File: config.mk
export PLATFORM = sky130hd
export DESIGN_NAME = can_tx_sorted_queue
export DESIGN_NICKNAME = d
export VERILOG_FILES = /design/src/design/ctsq_pkg.sv /design/src/design/ctsq_cell.sv /design/src/design/ctsq_slot_alloc.sv /design/src/design/can_tx_sorted_queue.sv
export VERILOG_INCLUDE_DIRS = /design/src /design/src/design
export SDC_FILE = /design/constraint.sdc
export NUM_CORES = 2
export LEC_CHECK = 0
export BUFFER_PORTS_ARGS = -buffer_cell sky130_fd_sc_hd__buf_2
export CORE_MARGIN = 1.5
export CORE_UTILIZATION = 60
export CTS_BUF_LIST = sky130_fd_sc_hd__clkbuf_4 sky130_fd_sc_hd__clkbuf_8
export CTS_CLUSTER_DIAMETER = 100
export DETAILED_ROUTE_END_ITERATION = 8
export PLACE_DENSITY = 0.78
export SLEW_MARGIN = 20
export SYNTH_ARGS = -nofsm -noshare
export SYNTH_HDL_FRONTEND = slang
export SYNTH_HIERARCHICAL = 1
export SYNTH_SLANG_ARGS = --single-unit
File: constraint.sdc
create_clock -name clk -period 13 [get_ports clk]
set_clock_uncertainty 0.2 [all_clocks]
set_input_delay 2.6 -clock clk [delete_from_list [all_inputs] [get_ports clk]]
set_output_delay 2.6 -clock clk [all_outputs]
set_load 0.01 [all_outputs]
File: src/design/can_tx_sorted_queue_defines.svh
// ----------------------------------------------------------------------------
// CAN transmit sorted queue: assertion macros
// Shared property forms used by the queue's checks, clocked on clk and
// disabled while rst_n is low.
// ----------------------------------------------------------------------------
`ifndef CAN_TX_SORTED_QUEUE_DEFINES_SVH
`define CAN_TX_SORTED_QUEUE_DEFINES_SVH

// Same-cycle implication.
`define CTSQ_ASSERT_IMP(label, ante, cons) \
  label: assert property (@(posedge clk) disable iff (!rst_n) (ante) |-> (cons)) \
    else $error("can_tx_sorted_queue: check failed");

// Next-cycle implication.
`define CTSQ_ASSERT_NEXT(label, ante, cons) \
  label: assert property (@(posedge clk) disable iff (!rst_n) (ante) |=> (cons)) \
    else $error("can_tx_sorted_queue: check failed");

`endif

File: src/design/ctsq_pkg.sv
// ----------------------------------------------------------------------------
// ctsq_pkg
// Types, codes and sizes shared by the CAN transmit sorted queue.
// ----------------------------------------------------------------------------
`default_nettype none

package ctsq_pkg;

  localparam int QUEUE_DEPTH = 8;
  localparam int SLOT_W      = (QUEUE_DEPTH > 1) ? $clog2(QUEUE_DEPTH) : 1;
  localparam int CNT_W       = $clog2(QUEUE_DEPTH + 1);

  localparam int ID_W   = 29;
  localparam int DLC_W  = 4;
  localparam int DATA_W = 64;

  typedef enum logic [1:0] {
    ACT_INSERT = 2'd0,
    ACT_POP    = 2'd1,
    ACT_FLUSH  = 2'd2,
    ACT_NOP    = 2'd3
  } action_t;

  typedef enum logic [1:0] {
    ST_DONE  = 2'd0,
    ST_FULL  = 2'd1,
    ST_EMPTY = 2'd2
  } status_t;

  // One queued message together with the pool slot it occupies.
  typedef struct packed {
    logic              valid;
    logic [SLOT_W-1:0] slot;
    logic [ID_W-1:0]   id;
    logic              ext;
    logic              remote;
    logic [DLC_W-1:0]  dlc;
    logic [DATA_W-1:0] data;
  } entry_t;

  typedef struct packed {
    logic insert;
    logic pop;
    logic flush;
  } cell_ctrl_t;

  typedef struct packed {
    logic              alloc;
    logic              release_slot;
    logic              flush;
    logic [SLOT_W-1:0] rel_slot;
  } alloc_ctrl_t;

endpackage

`default_nettype wire

File: src/design/ctsq_cell.sv
// ----------------------------------------------------------------------------
// ctsq_cell
// One position of the sorted shift array. It holds, shifts down on an insert
// ahead of it, loads the new message at the insertion point, shifts up on
// a pop, or clears its valid bit on a flush.
// ----------------------------------------------------------------------------
`default_nettype none

module ctsq_cell (
  input  wire                          clk,
  input  wire                          rst_n,
  input  ctsq_pkg::cell_ctrl_t         ctrl,
  input  ctsq_pkg::entry_t             new_ent,
  input  ctsq_pkg::entry_t             prev_ent,
  input  wire                          prev_gt,
  input  ctsq_pkg::entry_t             next_ent,
  output ctsq_pkg::entry_t             ent,
  output logic                         gt
);
  import ctsq_pkg::*;

  entry_t ent_r;
  entry_t ent_nxt;

  // An empty cell counts as greater, so the new message lands in the first
  // empty cell when nothing queued is greater than it.
  assign gt = !ent_r.valid || (ent_r.id > new_ent.id);

  always_comb begin
    ent_nxt = ent_r;
    if (ctrl.flush) begin
      ent_nxt.valid = 1'b0;
    end else if (ctrl.pop) begin
      ent_nxt = next_ent;
    end else if (ctrl.insert && gt) begin
      ent_nxt = prev_gt ? prev_ent : new_ent;
    end
  end

  always_ff @(posedge clk) begin
    if (!rst_n) begin
      ent_r.valid <= 1'b0;
    end else begin
      ent_r.valid <= ent_nxt.valid;
    end
    ent_r.slot   <= ent_nxt.slot;
    ent_r.id     <= ent_nxt.id;
    ent_r.ext    <= ent_nxt.ext;
    ent_r.remote <= ent_nxt.remote;
    ent_r.dlc    <= ent_nxt.dlc;
    ent_r.data   <= ent_nxt.data;
  end

  assign ent = ent_r;

endmodule

`default_nettype wire

File: src/design/ctsq_slot_alloc.sv
// ----------------------------------------------------------------------------
// ctsq_slot_alloc
// Pool slot bookkeeping: occupancy bitmap, lowest free slot and fill count.
// ----------------------------------------------------------------------------
`default_nettype none

module ctsq_slot_alloc (
  input  wire                              clk,
  input  wire                              rst_n,
  input  ctsq_pkg::alloc_ctrl_t            ctrl,
  output logic [ctsq_pkg::SLOT_W-1:0]      free_slot,
  output logic                             full,
  output logic [ctsq_pkg::CNT_W-1:0]       count
);
  import ctsq_pkg::*;

  logic [QUEUE_DEPTH-1:0] used_r;
  logic [QUEUE_DEPTH-1:0] used_nxt;
  logic [CNT_W-1:0]       cnt_r;
  logic [CNT_W-1:0]       cnt_nxt;

  always_comb begin
    free_slot = '0;
    for (int i = QUEUE_DEPTH - 1; i >= 0; i--) begin
      if (!used_r[i]) begin
        free_slot = SLOT_W'(i);
      end
    end
  end

  assign full  = (cnt_r == CNT_W'(QUEUE_DEPTH));
  assign count = cnt_r;

  always_comb begin
    used_nxt = used_r;
    cnt_nxt  = cnt_r;
    if (ctrl.flush) begin
      used_nxt = '0;
      cnt_nxt  = '0;
    end else if (ctrl.alloc) begin
      used_nxt[free_slot] = 1'b1;
      cnt_nxt             = cnt_r + CNT_W'(1);
    end else if (ctrl.release_slot) begin
      used_nxt[ctrl.rel_slot] = 1'b0;
      cnt_nxt                 = cnt_r - CNT_W'(1);
    end
  end

  always_ff @(posedge clk) begin
    if (!rst_n) begin
      used_r <= '0;
      cnt_r  <= '0;
    end else begin
      used_r <= used_nxt;
      cnt_r  <= cnt_nxt;
    end
  end

endmodule

`default_nettype wire

File: src/design/can_tx_sorted_queue.sv
// ----------------------------------------------------------------------------
// can_tx_sorted_queue
// Pool of CAN transmit message slots held as a row of cells in ascending
// identifier order; supports insert, pop of the head message, flush and no-op.
// ----------------------------------------------------------------------------
//
//   Channel   Handshake              Payload
//   -------   --------------------   ------------------------------------------
//   input     start && !busy         in_action, in_msg_*
//   result    out_valid (1 cycle)    out_status, out_popped_*, out_head_*,
//                                    out_used_count
//
// An item accepted at one edge is latched; at the next edge every cell
// updates at once and the result is registered, so out_valid is high in the
// cycle after that. busy is high for the one cycle in between, and no new item is
// taken while it is. Reset clears the cells' valid bits, the slot bitmap and the
// count. The receiver cannot stall the result.
// ----------------------------------------------------------------------------
`default_nettype none

`include "can_tx_sorted_queue_defines.svh"

module can_tx_sorted_queue (
  input  wire                          clk,
  input  wire                          rst_n,
  input  wire                          start,
  output logic                         busy,
  input  wire  [1:0]                   in_action,
  input  wire  [28:0]                  in_msg_id,
  input  wire                          in_msg_ext,
  input  wire                          in_msg_remote,
  input  wire  [3:0]                   in_msg_dlc,
  input  wire  [63:0]                  in_msg_data,
  output logic                         out_valid,
  output logic [1:0]                   out_status,
  output logic [28:0]                  out_popped_id,
  output logic                         out_popped_ext,
  output logic                         out_popped_remote,
  output logic [3:0]                   out_popped_dlc,
  output logic [63:0]                  out_popped_data,
  output logic [2:0]                   out_popped_slot,
  output logic                         out_head_valid,
  output logic [2:0]                   out_head_slot,
  output logic [3:0]                   out_used_count
);
  import ctsq_pkg::*;

  logic              pend_r;
  action_t           act_r;
  logic [ID_W-1:0]   id_r;
  logic              ext_r;
  logic              remote_r;
  logic [DLC_W-1:0]  dlc_r;
  logic [DATA_W-1:0] data_r;

  logic              out_valid_r;
  status_t           status_r;
  entry_t            popped_r;

  entry_t            cell_q   [QUEUE_DEPTH];
  logic              cell_gt  [QUEUE_DEPTH];
  entry_t            prev_ent [QUEUE_DEPTH];
  logic              prev_gt  [QUEUE_DEPTH];
  entry_t            next_ent [QUEUE_DEPTH];

  cell_ctrl_t        cell_ctrl;
  alloc_ctrl_t       alloc_ctrl;
  entry_t            ins_ent;
  logic [SLOT_W-1:0] free_slot;
  logic              full;
  logic [CNT_W-1:0]  cnt;
  status_t           status_nxt;
  logic              pop_ok;

  wire accept = start && !pend_r;

  assign busy = pend_r;

  always_comb begin
    ins_ent.valid  = 1'b1;
    ins_ent.slot   = free_slot;
    ins_ent.id     = id_r;
    ins_ent.ext    = ext_r;
    ins_ent.remote = remote_r;
    ins_ent.dlc    = dlc_r;
    ins_ent.data   = data_r;
  end

  always_comb begin
    cell_ctrl  = '0;
    alloc_ctrl = '0;
    status_nxt = ST_DONE;
    pop_ok     = 1'b0;
    alloc_ctrl.rel_slot = cell_q[0].slot;
    if (pend_r) begin
      unique case (act_r)
        ACT_INSERT: begin
          if (full) begin
            status_nxt = ST_FULL;
          end else begin
            cell_ctrl.insert = 1'b1;
            alloc_ctrl.alloc = 1'b1;
          end
        end
        ACT_POP: begin
          if (!cell_q[0].valid) begin
            status_nxt = ST_EMPTY;
          end else begin
            pop_ok                  = 1'b1;
            cell_ctrl.pop           = 1'b1;
            alloc_ctrl.release_slot = 1'b1;
          end
        end
        ACT_FLUSH: begin
          cell_ctrl.flush  = 1'b1;
          alloc_ctrl.flush = 1'b1;
        end
        ACT_NOP: begin
        end
        default: begin
        end
      endcase
    end
  end

  ctsq_slot_alloc u_alloc (
    .clk       (clk),
    .rst_n     (rst_n),
    .ctrl      (alloc_ctrl),
    .free_slot (free_slot),
    .full      (full),
    .count     (cnt)
  );

  for (genvar i = 0; i < QUEUE_DEPTH; i++) begin : g_cell
    if (i == 0) begin : g_first
      assign prev_ent[i] = '0;
      assign prev_gt[i]  = 1'b0;
    end else begin : g_mid
      assign prev_ent[i] = cell_q[i-1];
      assign prev_gt[i]  = cell_gt[i-1];
    end
    if (i == QUEUE_DEPTH - 1) begin : g_last
      assign next_ent[i] = '0;
    end else begin : g_inner
      assign next_ent[i] = cell_q[i+1];
    end

    ctsq_cell u_cell (
      .clk      (clk),
      .rst_n    (rst_n),
      .ctrl     (cell_ctrl),
      .new_ent  (ins_ent),
      .prev_ent (prev_ent[i]),
      .prev_gt  (prev_gt[i]),
      .next_ent (next_ent[i]),
      .ent      (cell_q[i]),
      .gt       (cell_gt[i])
    );
  end

  always_ff @(posedge clk) begin
    if (!rst_n) begin
      pend_r      <= 1'b0;
      out_valid_r <= 1'b0;
    end else begin
      pend_r      <= accept;
      out_valid_r <= pend_r;
    end
    if (accept) begin
      act_r    <= action_t'(in_action);
      id_r     <= in_msg_id;
      ext_r    <= in_msg_ext;
      remote_r <= in_msg_remote;
      dlc_r    <= in_msg_dlc;
      data_r   <= in_msg_data;
    end
    if (pend_r) begin
      status_r <= status_nxt;
      popped_r <= pop_ok ? cell_q[0] : '0;
    end
  end

  // Head and count are read straight from the cells and the allocator: they
  // change only at the edge that also loads the result registers.
  assign out_valid         = out_valid_r;
  assign out_status        = status_r;
  assign out_popped_id     = popped_r.id;
  assign out_popped_ext    = popped_r.ext;
  assign out_popped_remote = popped_r.remote;
  assign out_popped_dlc    = popped_r.dlc;
  assign out_popped_data   = popped_r.data;
  assign out_popped_slot   = 3'(popped_r.slot);
  assign out_head_valid    = cell_q[0].valid;
  assign out_head_slot     = cell_q[0].valid ? 3'(cell_q[0].slot) : 3'd0;
  assign out_used_count    = 4'(cnt);

  `CTSQ_ASSERT_NEXT(a_result_follows, pend_r, out_valid_r && !pend_r)
  `CTSQ_ASSERT_IMP(a_head_count, 1'b1, cell_q[0].valid == (cnt != '0))
  `CTSQ_ASSERT_NEXT(a_full_drop, pend_r && (act_r == ACT_INSERT) && full, $stable(cnt))

  for (genvar k = 1; k < QUEUE_DEPTH; k++) begin : g_chk
    `CTSQ_ASSERT_IMP(a_sorted, cell_q[k].valid, cell_q[k-1].valid && (cell_q[k-1].id <= cell_q[k].id))
  end

endmodule

`default_nettype wire

After elaboration in Yosys (flattened, before gate mapping)
Cells that the tools add are included.
{"block": "totals", "ff_bits": 1043}
{"block": "classes", "mux": 49, "magnitude_cmp": 12, "add_sub_neg": 2, "n_eq_ne": 3, "n_reduce_logical": 48, "n_bitwise": 5}
{"cell": "$mux 103", "count": 21}
{"cell": "$gt 29x29->1", "count": 8}
{"cell": "$mux 102", "count": 1}
{"cell": "$mux 3", "count": 10}
{"cell": "$reduce_bool 2->1", "count": 9}
{"cell": "$mux 8", "count": 2}
{"cell": "$reduce_and 2->1", "count": 8}
{"cell": "$logic_and 1x1->1", "count": 11}
{"cell": "$logic_not 1->1", "count": 9}
{"cell": "$mux 1", "count": 9}
{"cell": "$and 8x8->8", "count": 1}
{"cell": "$logic_or 1x1->1", "count": 8}
{"cell": "$lt 3x4->1 const B", "count": 2}
{"cell": "$mux 4", "count": 2}
{"cell": "$not 8->8", "count": 1}
{"cell": "$or 8x8->8", "count": 1}
{"cell": "$demux 1 s3", "count": 2}
{"cell": "$ge 3x1->1 const B", "count": 2}
{"cell": "$add 4x1->4 const B", "count": 1}
{"cell": "$eq 4x4->1 const B", "count": 1}
{"cell": "$pmux 2 s2", "count": 1}
{"cell": "$sub 4x1->4 const B", "count": 1}
{"cell": "$reduce_or 3->1", "count": 1}
{"cell": "$eq 2x1->1 const B", "count": 1}
{"cell": "other kinds (5)", "count": 6}

Depth between registers and ports, before layout
{"block": "depth", "word_depth": 14, "mapped_depth": 13, "mapped_depth_nobuf": 11}

Cells and area by module
Netlist, hierarchy kept.
{"module": "ctsq_cell at g_cell[0].u_cell ...", "instances": 5, "seq_area_each_um2": 3083.0, "area_per_inst_um2": 6012.0, "cells_per_inst": 562}
{"module": "ctsq_cell at g_cell[5].u_cell ...", "instances": 3, "seq_area_each_um2": 3083.0, "area_per_inst_um2": 5948.2, "cells_per_inst": 560}
{"module": "can_tx_sorted_queue", "instances": 1, "seq_area_each_um2": 6195.9, "area_per_inst_um2": 7024.2, "cells_per_inst": 333}
{"module": "ctsq_slot_alloc", "instances": 1, "seq_area_each_um2": 240.2, "area_per_inst_um2": 695.7, "cells_per_inst": 87}

Worst setup path after synthesis
No wires, ideal clock.
{"block": "synth_timing", "path_type": "flip-flop to flip-flop", "startpoint": "register pend_r, in the netlist busy", "endpoint": "register g_cell[0].u_cell.ent_r, in the netlist g_cell[0].u_cell/ent[0], enable pin", "path_slack_ns": 1.770, "path_buffers": 0, "required_ns": 12.202, "path_stages_with_launch": 4, "t_arrival_ns": 10.432, "cell_sequence": "dfxtp_1 > nor4b_1 > nand2_1 > o22ai_1"}
{"element": "from (decl)", "line_no": "can_tx_sorted_queue.sv:48", "rtl": "logic pend_r;"}
{"element": "from (signal assigned)", "line_no": "can_tx_sorted_queue.sv:167", "rtl": "pend_r <= accept;"}
{"element": "to (decl)", "line_no": "ctsq_cell.sv:22", "rtl": "entry_t ent_r;"}

Worst setup path in the final report
{"block": "layout_timing", "startpoint": "register pend_r, in the netlist busy", "endpoint": "register g_cell[6].u_cell.ent_r, in the netlist g_cell[6].u_cell/ent[61], data pin"}
{"block": "layout_between", "elab_chain_cells": 2}
{"element": "$mux 3", "line_no": "can_tx_sorted_queue.sv:95", "rtl": "if (pend_r) begin"}
{"element": "$mux 103", "line_no": "ctsq_cell.sv:33", "rtl": "end else if (ctrl.pop) begin"}
{"element": "to (decl)", "line_no": "ctsq_cell.sv:22"}
Every way passes these cells.
A chain may end at the register's enable or synchronous reset.

==> impl_metrics.tcl <==
set metrics [dict create \
    final.setup.worst_slack_ns 7.41 \
    cts_resized 0 \
    antenna_found_initial 2 \
    comb_power_share_pct 7.5 \
    p_seq_share_pct 53.3 \
    cts_tree "yes" \
    drive_above_1_share_pct 11.2 \
    ios 218 \
    finalHoldViolCount 0 \
    synth_cells 4909 \
    nFillCells 6838 \
    setup_viol 0 \
    grt_pass1_vias 36900 \
    cp.arrival_ns 5.93 \
    r2r_cells 6 \
    end_kind "flip-flop" \
    finalNetCount 5609 \
    viasPerCell 5.79 \
    final_antenna_net_count 0 \
    drt-initial-drc-count 4261 \
    tightest_slew_ns 1.15 \
    p_sw_uw 1780 \
    cts-buffers-inserted 176 \
    root_buffer "clkbuf_8" \
    crit_fanout 121 \
    area_growth_pct 10.9 \
    design_area_um2 61700 \
    slew_viol_final 0 \
    firstDrtPassIters 9 \
    min_path_cells 2 \
    totalWireLength_um 133000 \
    clock_sinks 1043 \
    critPathRequiredTime_ns 13.34 \
    coreArea_um2 91800 \
    clockPowerShare_pct 39.1 \
    clk_pin_slew_worst_paths_ns 0.06 \
    rows 111 \
    ir_drop_mv 0.0971 \
    io_buffers 217 \
    synth.avg_cell_area_um2 11.3 \
    post_cts_buffers 0 \
    die_w_um 307 \
    holdCritPathClass "flip-flop to flip-flop" \
    use_met3_pct 4.03 \
    clock.fmax_ghz 0.179 \
    fp.dieH_um 307 \
    place_ws_ns 7.51 \
    dp_hpwl_um 78700 \
    slew_headroom_pct 23.6 \
    cts_buffer_depth 3 \
    maxCapViolCount 0 \
    final_cells 6649 \
    tns_ns 0 \
    clock_latency_ns 0.86 \
    p_leak_uw 0.0267 \
    fin_crit_sh_pct 43.0 \
    crit_type "flip-flop to flip-flop" \
    start_kind "flip-flop" \
    start_util_pct 60.6 \
    holdBufCountCts 0 \
    sw_frac_of_total_pct 24.4 \
    vias 38500 \
    dieArea_um2 94500 \
    wl_per_cell_um 20.0 \
    layout_min_cycle_time_ns 5.59 \
    grt_util_all_layers_pct 27.9 \
    place_congestion 0.869 \
    met2_usage_pct 43.6 \
    p_int_uw 5520 \
    grt_max_degree 268 \
    grt.busiest_layer "met2" \
    fin_total_pwr_uw 7310 \
    overflow 0 \
    post-place-cells 6335 \
    cts_max_level 4 \
    grtUsageMet1_pct 39.8 \
    grt_first_pass_wirelength_um 206000 \
    powerDensity_nw_per_um2 118 \
    status "finished, final reports clean" \
    place_area_um2 58300 \
    synth_area_um2 55600 \
    yosysWarnings 6 \
    drc_errors 0 \
    rsz0062_at_grt "false" \
]
cell type report:
class | count | area, µm² | share of cell area, %
Sequential cell | 1043 | 31100 | 50.4
Multi-Input combinational cell | 3527 | 23200 | 37.6
Clock buffer | 242 | 2960 | 4.80
Tap cell | 1243 | 1560 | 2.52
Timing Repair Buffer | 262 | 1460 | 2.36
Inverter | 260 | 1010 | 1.64
Clock inverter | 71 | 395 | 0.641
Antenna cell | 1 | 2.50 | 0.00406
per-layer routing:
layer	wire [µm]	vias to the layer above	share of wire (%)
met2	60900	1507	46
met5	0	-	0
met3	9780	223	7.3
met4	3650	0	2.7
li1	-	18300	-
met1	58900	18400	44
path summary, 6_finish.rpt:
| check | slack (ns) | endpoint | from |
|---|---|---|---|
| min | 0.31 | u_alloc/used_r[5] | u_alloc/used_r[5] |
| max | 7.41 | g_cell[6].u_cell/ent[61] | busy |
| min reg2reg | 0.31 | u_alloc/used_r[5] | u_alloc/used_r[5] |
| max reg2reg | 7.41 | g_cell[6].u_cell/ent[61] | busy |
power groups by stage:
stage | combinational [µW] | sequential, µW | clock (µW)
4_1_cts | 543 | 3900 | 2920
3_3_place_gp | 519 | 3960 | 0
6_report | 550 | 3900 | 2860
2_1_floorplan | 383 | 3950 | 0
3_5_place_dp | 541 | 3960 | 0
5_1_grt | 605 | 3910 | 3050
critical path, cell delays in order, from the launching register on:
cell     delay [ns]
dfxtp_4        0.64
and4b_4        0.76
buf_4          0.73
buf_4          0.81
buf_4          0.82
buf_4          0.89
o21ai_0        0.26
stage by stage:
| step | utilization (%) | hold WS, ns |
|---|---|---|
| global placement | 63.5 | 0.295 |
| detailed placement | 63.5 | 0.299 |
| CTS | 67.2 | 0.309 |
| floorplan | - | 0.269 |
| global route | 67.2 | 0.348 |
| finish | 67.2 | 0.310 |
flip-flops by register name, indices dropped and copies added (netlist names), 2 cells and up:
register and flops:
act_r 2, data_r 64, dlc_r 4, g_cell.u_cell/ent 824, id_r 29, out_popped_data 64
out_popped_dlc 4, out_popped_id 29, out_popped_slot 3, out_status 2, u_alloc/count 4, u_alloc/used_r 8
placed cells by master (no fill, tap or decap), drive strengths merged, types with 7 or more instances in the layout:
| cell | count |
|---|---|
| nand2 | 915 |
| o211a | 8 |
| and3 | 7 |
| nand3 | 20 |
| inv | 264 |
| and2 | 111 |
| a32oi | 8 |
| nor2 | 48 |
| a21o | 9 |
| o211ai | 21 |
| clkbuf | 242 |
| mux2i | 824 |
| a211oi | 14 |
| nor3 | 19 |
| ha | 234 |
| o22ai | 9 |
| o31a | 9 |
| buf | 262 |
| o21ai | 843 |
| nand4 | 43 |
| clkinv | 59 |
| dfxtp | 22 |
| edfxtp | 1021 |
| a21oi | 114 |
| nor4 | 8 |
| conb | 215 |
Note: power is estimated with default switching activity, not from simulation.
